<file path="config.mk">
export PLATFORM = sky130hd
export DESIGN_NAME = stun_message_parser
export DESIGN_NICKNAME = d
export VERILOG_FILES = /design/src/hdl/smp_pkg.sv /design/src/hdl/smp_parser.sv /design/src/hdl/smp_out_buf.sv /design/src/hdl/stun_message_parser.sv
export SDC_FILE = /design/constraint.sdc
export NUM_CORES = 1
export LEC_CHECK = 0
export ABC_AREA = 1
export BUFFER_PORTS_ARGS = -buffer_cell sky130_fd_sc_hd__clkbuf_2
export CORE_ASPECT_RATIO = 1.25
export CORE_UTILIZATION = 65
export CTS_BUF_LIST = sky130_fd_sc_hd__clkbuf_8
export DETAILED_ROUTE_END_ITERATION = 8
export GPL_ROUTABILITY_DRIVEN = 0
export GPL_TIMING_DRIVEN = 0
export PLACE_DENSITY = 0.86
export SKIP_LAST_GASP = 1
export SLEW_MARGIN = 40
export SYNTH_ARGS = -nofsm -noshare
export SYNTH_HDL_FRONTEND = slang
export SYNTH_SLANG_ARGS = --single-unit
export TNS_END_PERCENT = 100
</file>
<file path="constraint.sdc">
create_clock -name clk -period 25.7 [get_ports clk]
set_input_delay 7.71 -clock clk [delete_from_list [all_inputs] [get_ports clk]]
set_output_delay 7.71 -clock clk [all_outputs]
set_load 0.02 [all_outputs]
</file>
<file path="src/hdl/smp_pkg.sv">
// ----------------------------------------------------------------------------
// smp_pkg
// Shared types and constants for the stun message parser.
// ----------------------------------------------------------------------------
package smp_pkg;

  localparam int unsigned HdrBytes = 20;
  localparam int unsigned HdrCntW  = 5;

  localparam logic [31:0] MagicCookie     = 32'h2112_A442;
  localparam logic [15:0] UserAttrCodeRst = 16'd6;

  typedef enum logic [1:0] {
    PH_HEADER   = 2'd0,
    PH_ATTR_HDR = 2'd1,
    PH_VALUE    = 2'd2,
    PH_PAD      = 2'd3
  } phase_t;

  typedef enum logic [1:0] {
    EV_HDR_OK     = 2'd0,
    EV_BAD_COOKIE = 2'd1,
    EV_ATTR_START = 2'd2,
    EV_USER_BYTE  = 2'd3
  } evt_kind_t;

  typedef struct packed {
    evt_kind_t   kind;
    logic [15:0] msg_type;
    logic [15:0] msg_length;
    logic [31:0] txn_high;
    logic [31:0] txn_mid;
    logic [31:0] txn_low;
    logic [15:0] tlv_type;
    logic [15:0] tlv_length;
    logic [7:0]  value_byte;
    logic        last_value;
  } evt_t;

endpackage

</file>
<file path="src/hdl/smp_parser.sv">
// ----------------------------------------------------------------------------
// smp_parser
// Byte-serial header assembly and attribute walk; at most one event per byte.
// ----------------------------------------------------------------------------
module smp_parser (
  input  logic              clk,
  input  logic              rst_n,
  input  logic              byte_valid,
  input  logic [7:0]        data_byte,
  input  logic              chunk_end,
  input  logic [15:0]       user_code,
  output logic              evt_valid,
  output smp_pkg::evt_t     evt
);

  logic [smp_pkg::HdrCntW-1:0] hdr_cnt_r, hdr_cnt_nxt;
  smp_pkg::phase_t             phase_r, phase_nxt;
  logic [15:0]                 type_r, type_nxt;
  logic [15:0]                 len_r, len_nxt;
  logic [31:0]                 cookie_r, cookie_nxt;
  logic [31:0]                 txn_r [3];
  logic [31:0]                 txn_nxt [3];
  logic [1:0]                  ahdr_cnt_r, ahdr_cnt_nxt;
  logic [15:0]                 tlv_type_r, tlv_type_nxt;
  logic [15:0]                 val_left_r, val_left_nxt;
  logic [1:0]                  pad_left_r, pad_left_nxt;
  logic                        discard_r, discard_nxt;

  logic [1:0]                  txn_sel;

  always_comb begin
    hdr_cnt_nxt   = hdr_cnt_r;
    phase_nxt     = phase_r;
    type_nxt      = type_r;
    len_nxt       = len_r;
    cookie_nxt    = cookie_r;
    txn_nxt[0]    = txn_r[0];
    txn_nxt[1]    = txn_r[1];
    txn_nxt[2]    = txn_r[2];
    ahdr_cnt_nxt  = ahdr_cnt_r;
    tlv_type_nxt  = tlv_type_r;
    val_left_nxt  = val_left_r;
    pad_left_nxt  = pad_left_r;
    discard_nxt   = discard_r;
    evt_valid     = 1'b0;
    evt.kind      = smp_pkg::EV_HDR_OK;
    txn_sel       = 2'((hdr_cnt_r - 5'd8) >> 2);
    evt.tlv_type    = 16'd0;
    evt.tlv_length  = 16'd0;
    evt.value_byte  = 8'd0;
    evt.last_value  = 1'b0;

    if (byte_valid && !discard_r) begin
      case (phase_r)
        smp_pkg::PH_HEADER: begin
          if (hdr_cnt_r < 5'd2) begin
            type_nxt = {type_r[7:0], data_byte};
          end else if (hdr_cnt_r < 5'd4) begin
            len_nxt = {len_r[7:0], data_byte};
          end else if (hdr_cnt_r < 5'd8) begin
            cookie_nxt = {cookie_r[23:0], data_byte};
          end else if (hdr_cnt_r < 5'(smp_pkg::HdrBytes)) begin
            case (txn_sel)
              2'd0:    txn_nxt[0] = {txn_r[0][23:0], data_byte};
              2'd1:    txn_nxt[1] = {txn_r[1][23:0], data_byte};
              default: txn_nxt[2] = {txn_r[2][23:0], data_byte};
            endcase
          end
          if (hdr_cnt_r < 5'(smp_pkg::HdrBytes)) begin
            hdr_cnt_nxt = hdr_cnt_r + 5'd1;
          end
          if (hdr_cnt_nxt == 5'(smp_pkg::HdrBytes)) begin
            evt_valid = 1'b1;
            phase_nxt = smp_pkg::PH_ATTR_HDR;
            if (cookie_r == smp_pkg::MagicCookie) begin
              evt.kind     = smp_pkg::EV_HDR_OK;
              ahdr_cnt_nxt = 2'd0;
            end else begin
              evt.kind    = smp_pkg::EV_BAD_COOKIE;
              discard_nxt = 1'b1;
            end
          end
        end
        smp_pkg::PH_ATTR_HDR: begin
          if (ahdr_cnt_r < 2'd2) begin
            tlv_type_nxt = {tlv_type_r[7:0], data_byte};
          end else begin
            val_left_nxt = {val_left_r[7:0], data_byte};
          end
          ahdr_cnt_nxt = ahdr_cnt_r + 2'd1;
          if (ahdr_cnt_nxt == 2'd0) begin
            evt_valid      = 1'b1;
            evt.kind       = smp_pkg::EV_ATTR_START;
            evt.tlv_type   = tlv_type_nxt;
            evt.tlv_length = val_left_nxt;
            // pad value up to a multiple of four bytes
            pad_left_nxt   = 2'd0 - val_left_nxt[1:0];
            if (val_left_nxt != 16'd0) begin
              phase_nxt = smp_pkg::PH_VALUE;
            end else if (pad_left_nxt != 2'd0) begin
              phase_nxt = smp_pkg::PH_PAD;
            end else begin
              phase_nxt = smp_pkg::PH_ATTR_HDR;
            end
          end
        end
        smp_pkg::PH_VALUE: begin
          if (tlv_type_r == user_code) begin
            evt_valid      = 1'b1;
            evt.kind       = smp_pkg::EV_USER_BYTE;
            evt.tlv_type   = tlv_type_r;
            evt.value_byte = data_byte;
            evt.last_value = (val_left_r == 16'd1);
          end
          val_left_nxt = val_left_r - 16'd1;
          if (val_left_nxt == 16'd0) begin
            phase_nxt = (pad_left_r != 2'd0) ? smp_pkg::PH_PAD : smp_pkg::PH_ATTR_HDR;
          end
        end
        default: begin
          pad_left_nxt = pad_left_r - 2'd1;
          if (pad_left_nxt == 2'd0) begin
            phase_nxt = smp_pkg::PH_ATTR_HDR;
          end
        end
      endcase
    end

    evt.msg_type   = type_nxt;
    evt.msg_length = len_nxt;
    evt.txn_high   = txn_nxt[0];
    evt.txn_mid    = txn_nxt[1];
    evt.txn_low    = txn_nxt[2];

    // chunk end after a full header drops back to the reset state
    if (byte_valid && chunk_end && hdr_cnt_nxt == 5'(smp_pkg::HdrBytes)) begin
      hdr_cnt_nxt   = '0;
      phase_nxt     = smp_pkg::PH_HEADER;
      type_nxt      = '0;
      len_nxt       = '0;
      cookie_nxt    = '0;
      txn_nxt[0]    = '0;
      txn_nxt[1]    = '0;
      txn_nxt[2]    = '0;
      ahdr_cnt_nxt  = '0;
      tlv_type_nxt  = '0;
      val_left_nxt  = '0;
      pad_left_nxt  = '0;
      discard_nxt   = 1'b0;
    end
  end

  always_ff @(posedge clk) begin
    if (!rst_n) begin
      hdr_cnt_r   <= '0;
      phase_r     <= smp_pkg::PH_HEADER;
      type_r      <= '0;
      len_r       <= '0;
      cookie_r    <= '0;
      txn_r[0]    <= '0;
      txn_r[1]    <= '0;
      txn_r[2]    <= '0;
      ahdr_cnt_r  <= '0;
      tlv_type_r  <= '0;
      val_left_r  <= '0;
      pad_left_r  <= '0;
      discard_r   <= 1'b0;
    end else begin
      hdr_cnt_r   <= hdr_cnt_nxt;
      phase_r     <= phase_nxt;
      type_r      <= type_nxt;
      len_r       <= len_nxt;
      cookie_r    <= cookie_nxt;
      txn_r[0]    <= txn_nxt[0];
      txn_r[1]    <= txn_nxt[1];
      txn_r[2]    <= txn_nxt[2];
      ahdr_cnt_r  <= ahdr_cnt_nxt;
      tlv_type_r  <= tlv_type_nxt;
      val_left_r  <= val_left_nxt;
      pad_left_r  <= pad_left_nxt;
      discard_r   <= discard_nxt;
    end
  end

endmodule

</file>
<file path="src/hdl/smp_out_buf.sv">
// ----------------------------------------------------------------------------
// smp_out_buf
// Result register with a skid entry behind it.
// ----------------------------------------------------------------------------
module smp_out_buf (
  input  logic          clk,
  input  logic          rst_n,
  input  logic          push,
  input  smp_pkg::evt_t push_evt,
  output logic          can_accept,
  output logic          out_valid,
  input  logic          out_ready,
  output smp_pkg::evt_t out_evt
);

  logic          main_vld_r, main_vld_nxt;
  logic          skid_vld_r, skid_vld_nxt;
  smp_pkg::evt_t main_r, main_nxt;
  smp_pkg::evt_t skid_r, skid_nxt;
  logic          pop;

  always_comb begin
    pop          = main_vld_r && out_ready;
    main_vld_nxt = main_vld_r;
    skid_vld_nxt = skid_vld_r;
    main_nxt     = main_r;
    skid_nxt     = skid_r;
    if (pop) begin
      if (skid_vld_r) begin
        main_nxt     = skid_r;
        skid_vld_nxt = 1'b0;
      end else if (push) begin
        main_nxt = push_evt;
      end else begin
        main_vld_nxt = 1'b0;
      end
    end else if (push) begin
      if (!main_vld_r) begin
        main_nxt     = push_evt;
        main_vld_nxt = 1'b1;
      end else begin
        skid_nxt     = push_evt;
        skid_vld_nxt = 1'b1;
      end
    end
  end

  always_ff @(posedge clk) begin
    if (!rst_n) begin
      main_vld_r <= 1'b0;
      skid_vld_r <= 1'b0;
    end else begin
      main_vld_r <= main_vld_nxt;
      skid_vld_r <= skid_vld_nxt;
    end
  end

  always_ff @(posedge clk) begin
    main_r <= main_nxt;
    skid_r <= skid_nxt;
  end

  assign can_accept = !skid_vld_r;
  assign out_valid  = main_vld_r;
  assign out_evt    = main_r;

endmodule

</file>
<file path="src/hdl/stun_message_parser.sv">
// ----------------------------------------------------------------------------
// stun_message_parser
// Byte-serial STUN message parser with header check and attribute walk.
// ----------------------------------------------------------------------------
// Input channel: one message byte per word (in_data_byte), with in_chunk_end
// marking the last byte of a received chunk. Result channel: one event word
// (header ok, bad cookie, attribute start, username byte) with the message
// header fields, the current attribute and the username byte.
// Config channel: cfg_data sets the attribute type reported as username;
// cfg_ready is always high. Write it only while the block is idle.
// Throughput: one byte per cycle while in_ready is high. A byte is parsed
// in the cycle it is accepted; the result register drives its event out.
// A stalled receiver is absorbed by the result register plus one skid
// entry; in_ready drops only while both hold an event.
// Reset clears the parser to the header phase, empties the result stage
// and restores the username attribute type to 6.
// ----------------------------------------------------------------------------
module stun_message_parser (
  input  logic        clk,
  input  logic        rst_n,
  input  logic        in_valid,
  output logic        in_ready,
  input  logic [7:0]  in_data_byte,
  input  logic        in_chunk_end,
  output logic        out_valid,
  input  logic        out_ready,
  output logic [1:0]  out_event_kind,
  output logic [15:0] out_msg_type,
  output logic [15:0] out_msg_length,
  output logic [31:0] out_txn_word_high,
  output logic [31:0] out_txn_word_mid,
  output logic [31:0] out_txn_word_low,
  output logic [15:0] out_attr_type,
  output logic [15:0] out_attr_length,
  output logic [7:0]  out_value_byte,
  output logic        out_last_value,
  input  logic        cfg_valid,
  output logic        cfg_ready,
  input  logic [15:0] cfg_data
);

  logic [15:0]   user_code_r;
  logic          accept;
  logic          evt_valid;
  smp_pkg::evt_t evt;
  smp_pkg::evt_t out_evt;

  assign cfg_ready = 1'b1;

  always_ff @(posedge clk) begin
    if (!rst_n) begin
      user_code_r <= smp_pkg::UserAttrCodeRst;
    end else if (cfg_valid) begin
      user_code_r <= cfg_data;
    end
  end

  assign accept = in_valid && in_ready;

  smp_parser u_parser (
    .clk        (clk),
    .rst_n      (rst_n),
    .byte_valid (accept),
    .data_byte  (in_data_byte),
    .chunk_end  (in_chunk_end),
    .user_code  (user_code_r),
    .evt_valid  (evt_valid),
    .evt        (evt)
  );

  smp_out_buf u_out_buf (
    .clk        (clk),
    .rst_n      (rst_n),
    .push       (evt_valid),
    .push_evt   (evt),
    .can_accept (in_ready),
    .out_valid  (out_valid),
    .out_ready  (out_ready),
    .out_evt    (out_evt)
  );

  assign out_event_kind    = out_evt.kind;
  assign out_msg_type      = out_evt.msg_type;
  assign out_msg_length    = out_evt.msg_length;
  assign out_txn_word_high = out_evt.txn_high;
  assign out_txn_word_mid  = out_evt.txn_mid;
  assign out_txn_word_low  = out_evt.txn_low;
  assign out_attr_type     = out_evt.tlv_type;
  assign out_attr_length   = out_evt.tlv_length;
  assign out_value_byte    = out_evt.value_byte;
  assign out_last_value    = out_evt.last_value;

endmodule

</file>
==> results.json, run 1 <==
{
  "synth_edf_count": 342,
  "r2r_start": "u_parser.phase_r[0]$_SDFFE_PP0P_",
  "fin_crit_sh_pct": 39.4,
  "skew_ns": 0.0288,
  "dp_hpwl_um": 39000,
  "post-route-min-period_ns": 10.13,
  "clk_latency_ns": 0.63,
  "cp_top_family": "buffers and inverters",
  "num_io_pins": 204,
  "route.detailed.drc": 0,
  "fin_ws_ns": 15.57,
  "finalHoldViolCount": 0,
  "crit_fanout": 10,
  "syn_area_sq_mm": 0.0230,
  "crit_arrival_ns": 10.50,
  "start_util_pct": 66.3,
  "status": "completed",
  "netlist_instances": 2447,
  "cts_tree": "done",
  "cts_setup_buffers": 0,
  "netlist.area_leader.share_pct": 44.6,
  "crit_start": "out_ready",
  "dp_cells": 3128,
  "slowest_stage": "clkbuf_1",
  "ir_worst_vdd_mv": 0.0436,
  "antenna_found_initial": 0,
  "synth.area.top_cells": "edfxtp_1 (45%), dfxtp_1 (19%), nand2_1 (9.1%)",
  "path_buf_inv": 4,
  "grt_start_max_net_pins": 73,
  "numCtsBuffers": 82,
  "grt_pass1_wl_um": 88600,
  "yosysTopAreaCell": "edfxtp_1",
  "wl_um": 56700,
  "finalSetupViolations": 0,
  "syn_area_per_cell_sq_um": 9.41,
  "pre_cts_slack_ns": 15.04,
  "synth_top_flop_cell": "edfxtp_1",
  "cts.sinks": 564,
  "cp_common_cell": "clkbuf_1",
  "drt_iter0_markers": 2065,
  "slew_headroom_pct": 40.5,
  "yosys-top-cells-count": "nand2_1 (561), inv_1 (345), edfxtp_1 (342), o21ai_0 (317), nor2_1 (247)",
  "ant_nets": 0,
  "yosysWarnings": 0,
  "cts_max_level": 3,
  "syn_nets": 2490,
  "cap_violations": 0,
  "drive_gt1_share_pct": 14.3,
  "setup_tns_ns": 0,
  "final_cell_count_no_fill": 3282,
  "path_cells": "clkbuf_2, nand2_1, nor2_1, clkbuf_1, clkbuf_1, clkbuf_1, nand2_1, o21ai_0",
  "grt_pass1_vias": 17863,
  "fmax_mhz": 98.7,
  "hold_path.startpoint": "u_parser.cookie_r[29]$_SDFFE_PP0P_",
  "worstMarginPinSlew_ns": 0.893,
  "synth_cell_types": 42,
  "via_count": 18425,
  "hold_slack_ns": 0.464,
  "drt-vias-per-instance": 5.61,
  "worstSetupPathType": "input port to register",
  "die-area_sq_mm": 0.0362,
  "cts.path.max_buffers": 3,
  "final_max_slew_viol_count": 0,
  "clockRootBuffer": "clkbuf_8",
  "worstSetupEndpointType": "register",
  "coreArea_sq_mm": 0.0347,
  "die_x_um": 170,
  "antenna_cells": 0,
  "cts_resized": 0,
  "worst_path_largest_cell_delay_ns": 0.72,
  "io_buffers": 201,
  "die_h_um": 212,
  "worstSetupStartpointType": "input port",
  "grt_usage_pct": 31.6,
  "grt.overflow.total": 0,
  "cts_hold_repair.buffers": 0,
  "row_count": 76,
  "synthToLayoutAreaGrowth_pct": 15.3,
  "hold_path.class": "register to register",
  "async_reset_ff_share_pct": 0,
  "powerDensity_mw_per_mm2": 65.5,
  "crit_required_ns": 26.07,
  "drtPass1Iterations": 6,
  "ys_seq_area_share_pct": 63.9,
  "synth_most_common_cell": "nand2_1",
  "nets": 2787,
  "static-leakage-power_nw": 10.6,
  "rsz0062_at_grt": "false",
  "wl_per_cell_um": 17.3,
  "ys_ff_latch": 564,
  "clk_pin_slew_ns": 0.06
}
-- routing by layer --
| metal | GRT usage, % | part of all wire (%) | vias to the layer above |
|---|---|---|---|
| li1 | - | - | 8550 |
| met1 | 37.4 | 37 | 8617 |
| met2 | 54.9 | 50 | 1051 |
| met3 | 4.64 | 8.1 | 207 |
| met4 | 18.0 | 5.3 | 0 |
| met5 | 0 | 0 | - |
-- registers in the layout, summed over array words and instances (netlist names), 2 cells and up --
register / count
u_parser.cookie_r: 32
user_code_r: 16
u_parser.val_left_r: 16
u_parser.type_r: 16
u_parser.hdr_cnt_r: 5
u_parser.len_r: 16
u_parser.phase_r: 2
u_out_buf.skid_r: 171
u_out_buf.out_evt: 171
u_parser.ahdr_cnt_r: 2
u_parser.tlv_type_r: 16
u_parser.txn_r: 96
u_parser.pad_left_r: 2
-- worst min-delay path, stage by stage (launching register included) --
cell	delay (ns)
dfxtp_1	0.31
nand2_1	0.06
a21oi_1	0.05
-- cell type report --
type,count,area [sq um]
clock inverter,57,347
fill,2161,8150
clock buffer,97,1340
inverter,352,1330
buffer,116,574
sequential,564,14700
timing repair buffer,213,1250
tap,468,586
multi-input combinational,1415,6420
-- kinds of logic after synthesis --
family          count (synthesis)  synth area share (%)
compound gates                460                  10.4
buf+inv                       468                  8.24
flops                         564                  63.9
other cells                     1                0.0163
fa+ha+maj                      13                 0.706
xor+xnor                        7                 0.266
simple gates                  934                  16.5
-- stage by stage --
stage | cell area [sq um] | total power [W] | utilization [%]
2_1_floorplan | 23000 | 0.00102 | -
3_3_place_gp | 24600 | 0.00104 | 70.9
3_5_place_dp | 24900 | 0.00104 | 71.7
4_1_cts | 26600 | 0.00174 | 76.5
5_1_grt | 26600 | 0.00179 | 76.5
6_report | 26600 | 0.00174 | 76.5
-- cell usage in the layout (no fill, tap or decap), types with 7 or more instances in the layout --
| cell type | n |
|---|---|
| nand2_1 | 561 |
| inv_1 | 374 |
| edfxtp_1 | 342 |
| o21ai_0 | 316 |
| nor2_1 | 246 |
| dfxtp_1 | 222 |
| clkbuf_2 | 201 |
| clkbuf_8 | 97 |
| a21oi_1 | 85 |
| clkbuf_1 | 82 |
| nand3_1 | 42 |
| o21ai_1 | 25 |
| or2_2 | 19 |
| nor3_1 | 18 |
| a22oi_1 | 14 |
| nand2b_1 | 14 |
| nand4_1 | 13 |
| ha_1 | 13 |
| buf_4 | 12 |
| buf_6 | 11 |
| buf_2 | 9 |
| clkinv_1 | 9 |
| o31ai_1 | 8 |
| clkinvlp_4 | 8 |
| nor4_1 | 7 |
| buf_8 | 7 |
-- worst paths after layout --
path / end / slack, ns / cells past startpoint
setup / recovery: u_out_buf.out_evt[168]$_DFFE_PP_ / 15.57 / 8
hold / removal: u_parser.cookie_r[29]$_SDFFE_PP0P_ / 0.46 / 2
setup reg to reg: u_out_buf.skid_r[137]$_DFFE_PP_ / 21.65 / 19
hold reg to reg: u_parser.cookie_r[29]$_SDFFE_PP0P_ / 0.46 / 2
-- report_power, final --
group | switching, W | leakage (nW) | internal [W]
Clock | 0.000337 | 0.948 | 0.000377
Combinational | 0.0000429 | 4.67 | 0.0000175
Sequential | 0.00000384 | 4.97 | 0.000960
Note: power is estimated with default switching activity, not from simulation.
==> run 2: changes to the inputs <==
Settings changed: CORE_UTILIZATION 65 to 62, PLACE_DENSITY 0.86 to 0.83.
Clock period 25.7 ns to 10 ns, I/O delays scaled along.
==> results.json, run 2 (synthesis results as in run 1) <==
{
  "antenna_found_initial": 1,
  "die_x_um": 174,
  "crit_arrival_ns": 5.80,
  "dp_hpwl_um": 38700,
  "via_count": 18190,
  "cts.sinks": 564,
  "status": "completed",
  "grt_usage_pct": 29.3,
  "cp_common_cell": "clkbuf_1",
  "mostFrequentLayoutCell": "nand2_1",
  "utilization_pct": 72.8,
  "die_h_um": 217,
  "fin_crit_sh_pct": 53.9,
  "nets": 2785,
  "crit_required_ns": 10.42,
  "drt_iter0_markers": 1872,
  "die-area_sq_mm": 0.0379,
  "cts.path.max_buffers": 3,
  "cts_setup_buffers": 0,
  "rsz0062_at_grt": "false",
  "grt_pass1_vias": 17620,
  "cts_tree": "done",
  "clk_latency_ns": 0.65,
  "crit_fanout": 10,
  "row_count": 78,
  "final_max_slew_viol_count": 0,
  "worstSetupStartpointType": "input port",
  "start_util_pct": 63.3,
  "dp_cells": 3139,
  "internal-power_w": 0.00348,
  "worstMarginPinSlew_ns": 0.854,
  "grt_pass1_wl_um": 87000,
  "numCtsBuffers": 81,
  "clockPowerShare_pct": 40.7,
  "post-route-min-period_ns": 5.39,
  "ir_worst_vdd_mv": 0.115,
  "final_cell_count_no_fill": 3290,
  "finalHoldViolCount": 0,
  "hold_path.class": "register to register",
  "worstSetupEndpointType": "register",
  "nFillCells": 2525,
  "cts_hold_repair.buffers": 0,
  "drtPass1Iterations": 9,
  "worst_path_largest_cell_delay_ns": 0.71,
  "grt_start_max_net_pins": 67,
  "path_buf_inv": 4,
  "powerDensity_mw_per_mm2": 167,
  "drt-vias-per-instance": 5.53,
  "route.detailed.drc": 0,
  "cts_max_level": 3,
  "setup_tns_ns": 0,
  "postPlaceCellArea_sq_mm": 0.0249,
  "grt.overflow.total": 0,
  "coreArea_sq_mm": 0.0364,
  "switchingPower_w": 0.000960,
  "finalSetupViolations": 0,
  "most-common-layout-cells": "nand2_1 (561), inv_1 (386), edfxtp_1 (342), o21ai_0 (317), nor2_1 (246)",
  "static-leakage-power_nw": 10.6,
  "slew_headroom_pct": 43.1,
  "io_buffers": 201,
  "design_area_sq_mm": 0.0265,
  "num_io_pins": 204,
  "switching_share_pct": 21.6,
  "ant_nets": 0,
  "pre_cts_slack_ns": 3.99,
  "clockRootBuffer": "clkbuf_8",
  "p_comb_share_pct": 3.4,
  "pwr-share-seq_pct": 55.8,
  "clk_pin_slew_ns": 0.06,
  "path_cells": "clkbuf_2, nand2_1, nor2_1, clkbuf_1, clkbuf_1, clkbuf_1, nand2_1, o21ai_0",
  "cp_top_family": "buffers and inverters",
  "drive_gt1_share_pct": 13.9,
  "worstSetupPathType": "input port to register",
  "fin_ws_ns": 4.61,
  "slowest_stage": "clkbuf_1",
  "skew_ns": 0.0339,
  "cts_resized": 0,
  "cap_violations": 0,
  "fmax_mhz": 186,
  "wl_per_cell_um": 16.9,
  "wl_um": 55600,
  "synthToLayoutAreaGrowth_pct": 15.1
}
-- run 2: final cells by class --
| class | count | area (sq um) | area share [%] |
|---|---|---|---|
| clock inverters | 59 | 370 | 1.40 |
| inverters | 352 | 1330 | 5.02 |
| repair buffers | 212 | 1230 | 4.65 |
| diodes | 1 | 2.50 | 0.00944 |
| clock buffers | 91 | 1250 | 4.73 |
| plain buffers | 116 | 574 | 2.17 |
| well taps | 480 | 601 | 2.27 |
| flip-flops and latches | 564 | 14700 | 55.5 |
| multi-input cells | 1415 | 6420 | 24.2 |
-- run 2: stage by stage --
| step | power (W) | hold WS (ns) |
|---|---|---|
| 2_1_floorplan | 0.00262 | 0.440 |
| 3_3_place_gp | 0.00267 | 0.449 |
| 3_5_place_dp | 0.00267 | 0.454 |
| 4_1_cts | 0.00445 | 0.463 |
| 5_1_grt | 0.00457 | 0.481 |
| 6_report | 0.00444 | 0.462 |
-- run 2: layer usage --
metal  GRT usage, %  vias to the layer above  wire length (um)
met4           16.8                        0              2720
met2           50.8                      974             27800
met5              0                        -                 0
li1               -                     8529                 -
met1           34.6                     8483             21000
met3           4.74                      204              4160
-- run 2: power groups by stage --
| stage | Combinational (W) | Clock [W] | Sequential, W |
|---|---|---|---|
| floorplan | 0.0000985 | 0 | 0.00252 |
| global placement | 0.000141 | 0 | 0.00253 |
| detailed placement | 0.000148 | 0 | 0.00253 |
| CTS | 0.000149 | 0.00183 | 0.00248 |
| global route | 0.000167 | 0.00192 | 0.00248 |
| finish | 0.000153 | 0.00181 | 0.00248 |
-- run 2: final timing paths --
| path | from | end | slack [ns] | cells after the start |
|---|---|---|---|---|
| worst max-delay path | out_ready | u_out_buf.out_evt[165]$_DFFE_PP_ | 4.61 | 8 |
| worst min-delay path | u_parser.cookie_r[28]$_SDFFE_PP0P_ | u_parser.cookie_r[28]$_SDFFE_PP0P_ | 0.46 | 2 |
| worst max register to register | u_parser.phase_r[0]$_SDFFE_PP0P_ | u_out_buf.skid_r[134]$_DFFE_PP_ | 6.19 | 17 |
| worst min register to register | u_parser.cookie_r[28]$_SDFFE_PP0P_ | u_parser.cookie_r[28]$_SDFFE_PP0P_ | 0.46 | 2 |
-- run 2: worst min-delay path: cells and delay by family (launching register included) --
kind,cells,cell delay (ns)
flops,1,0.31
simple gates,1,0.06
compound gates,1,0.05
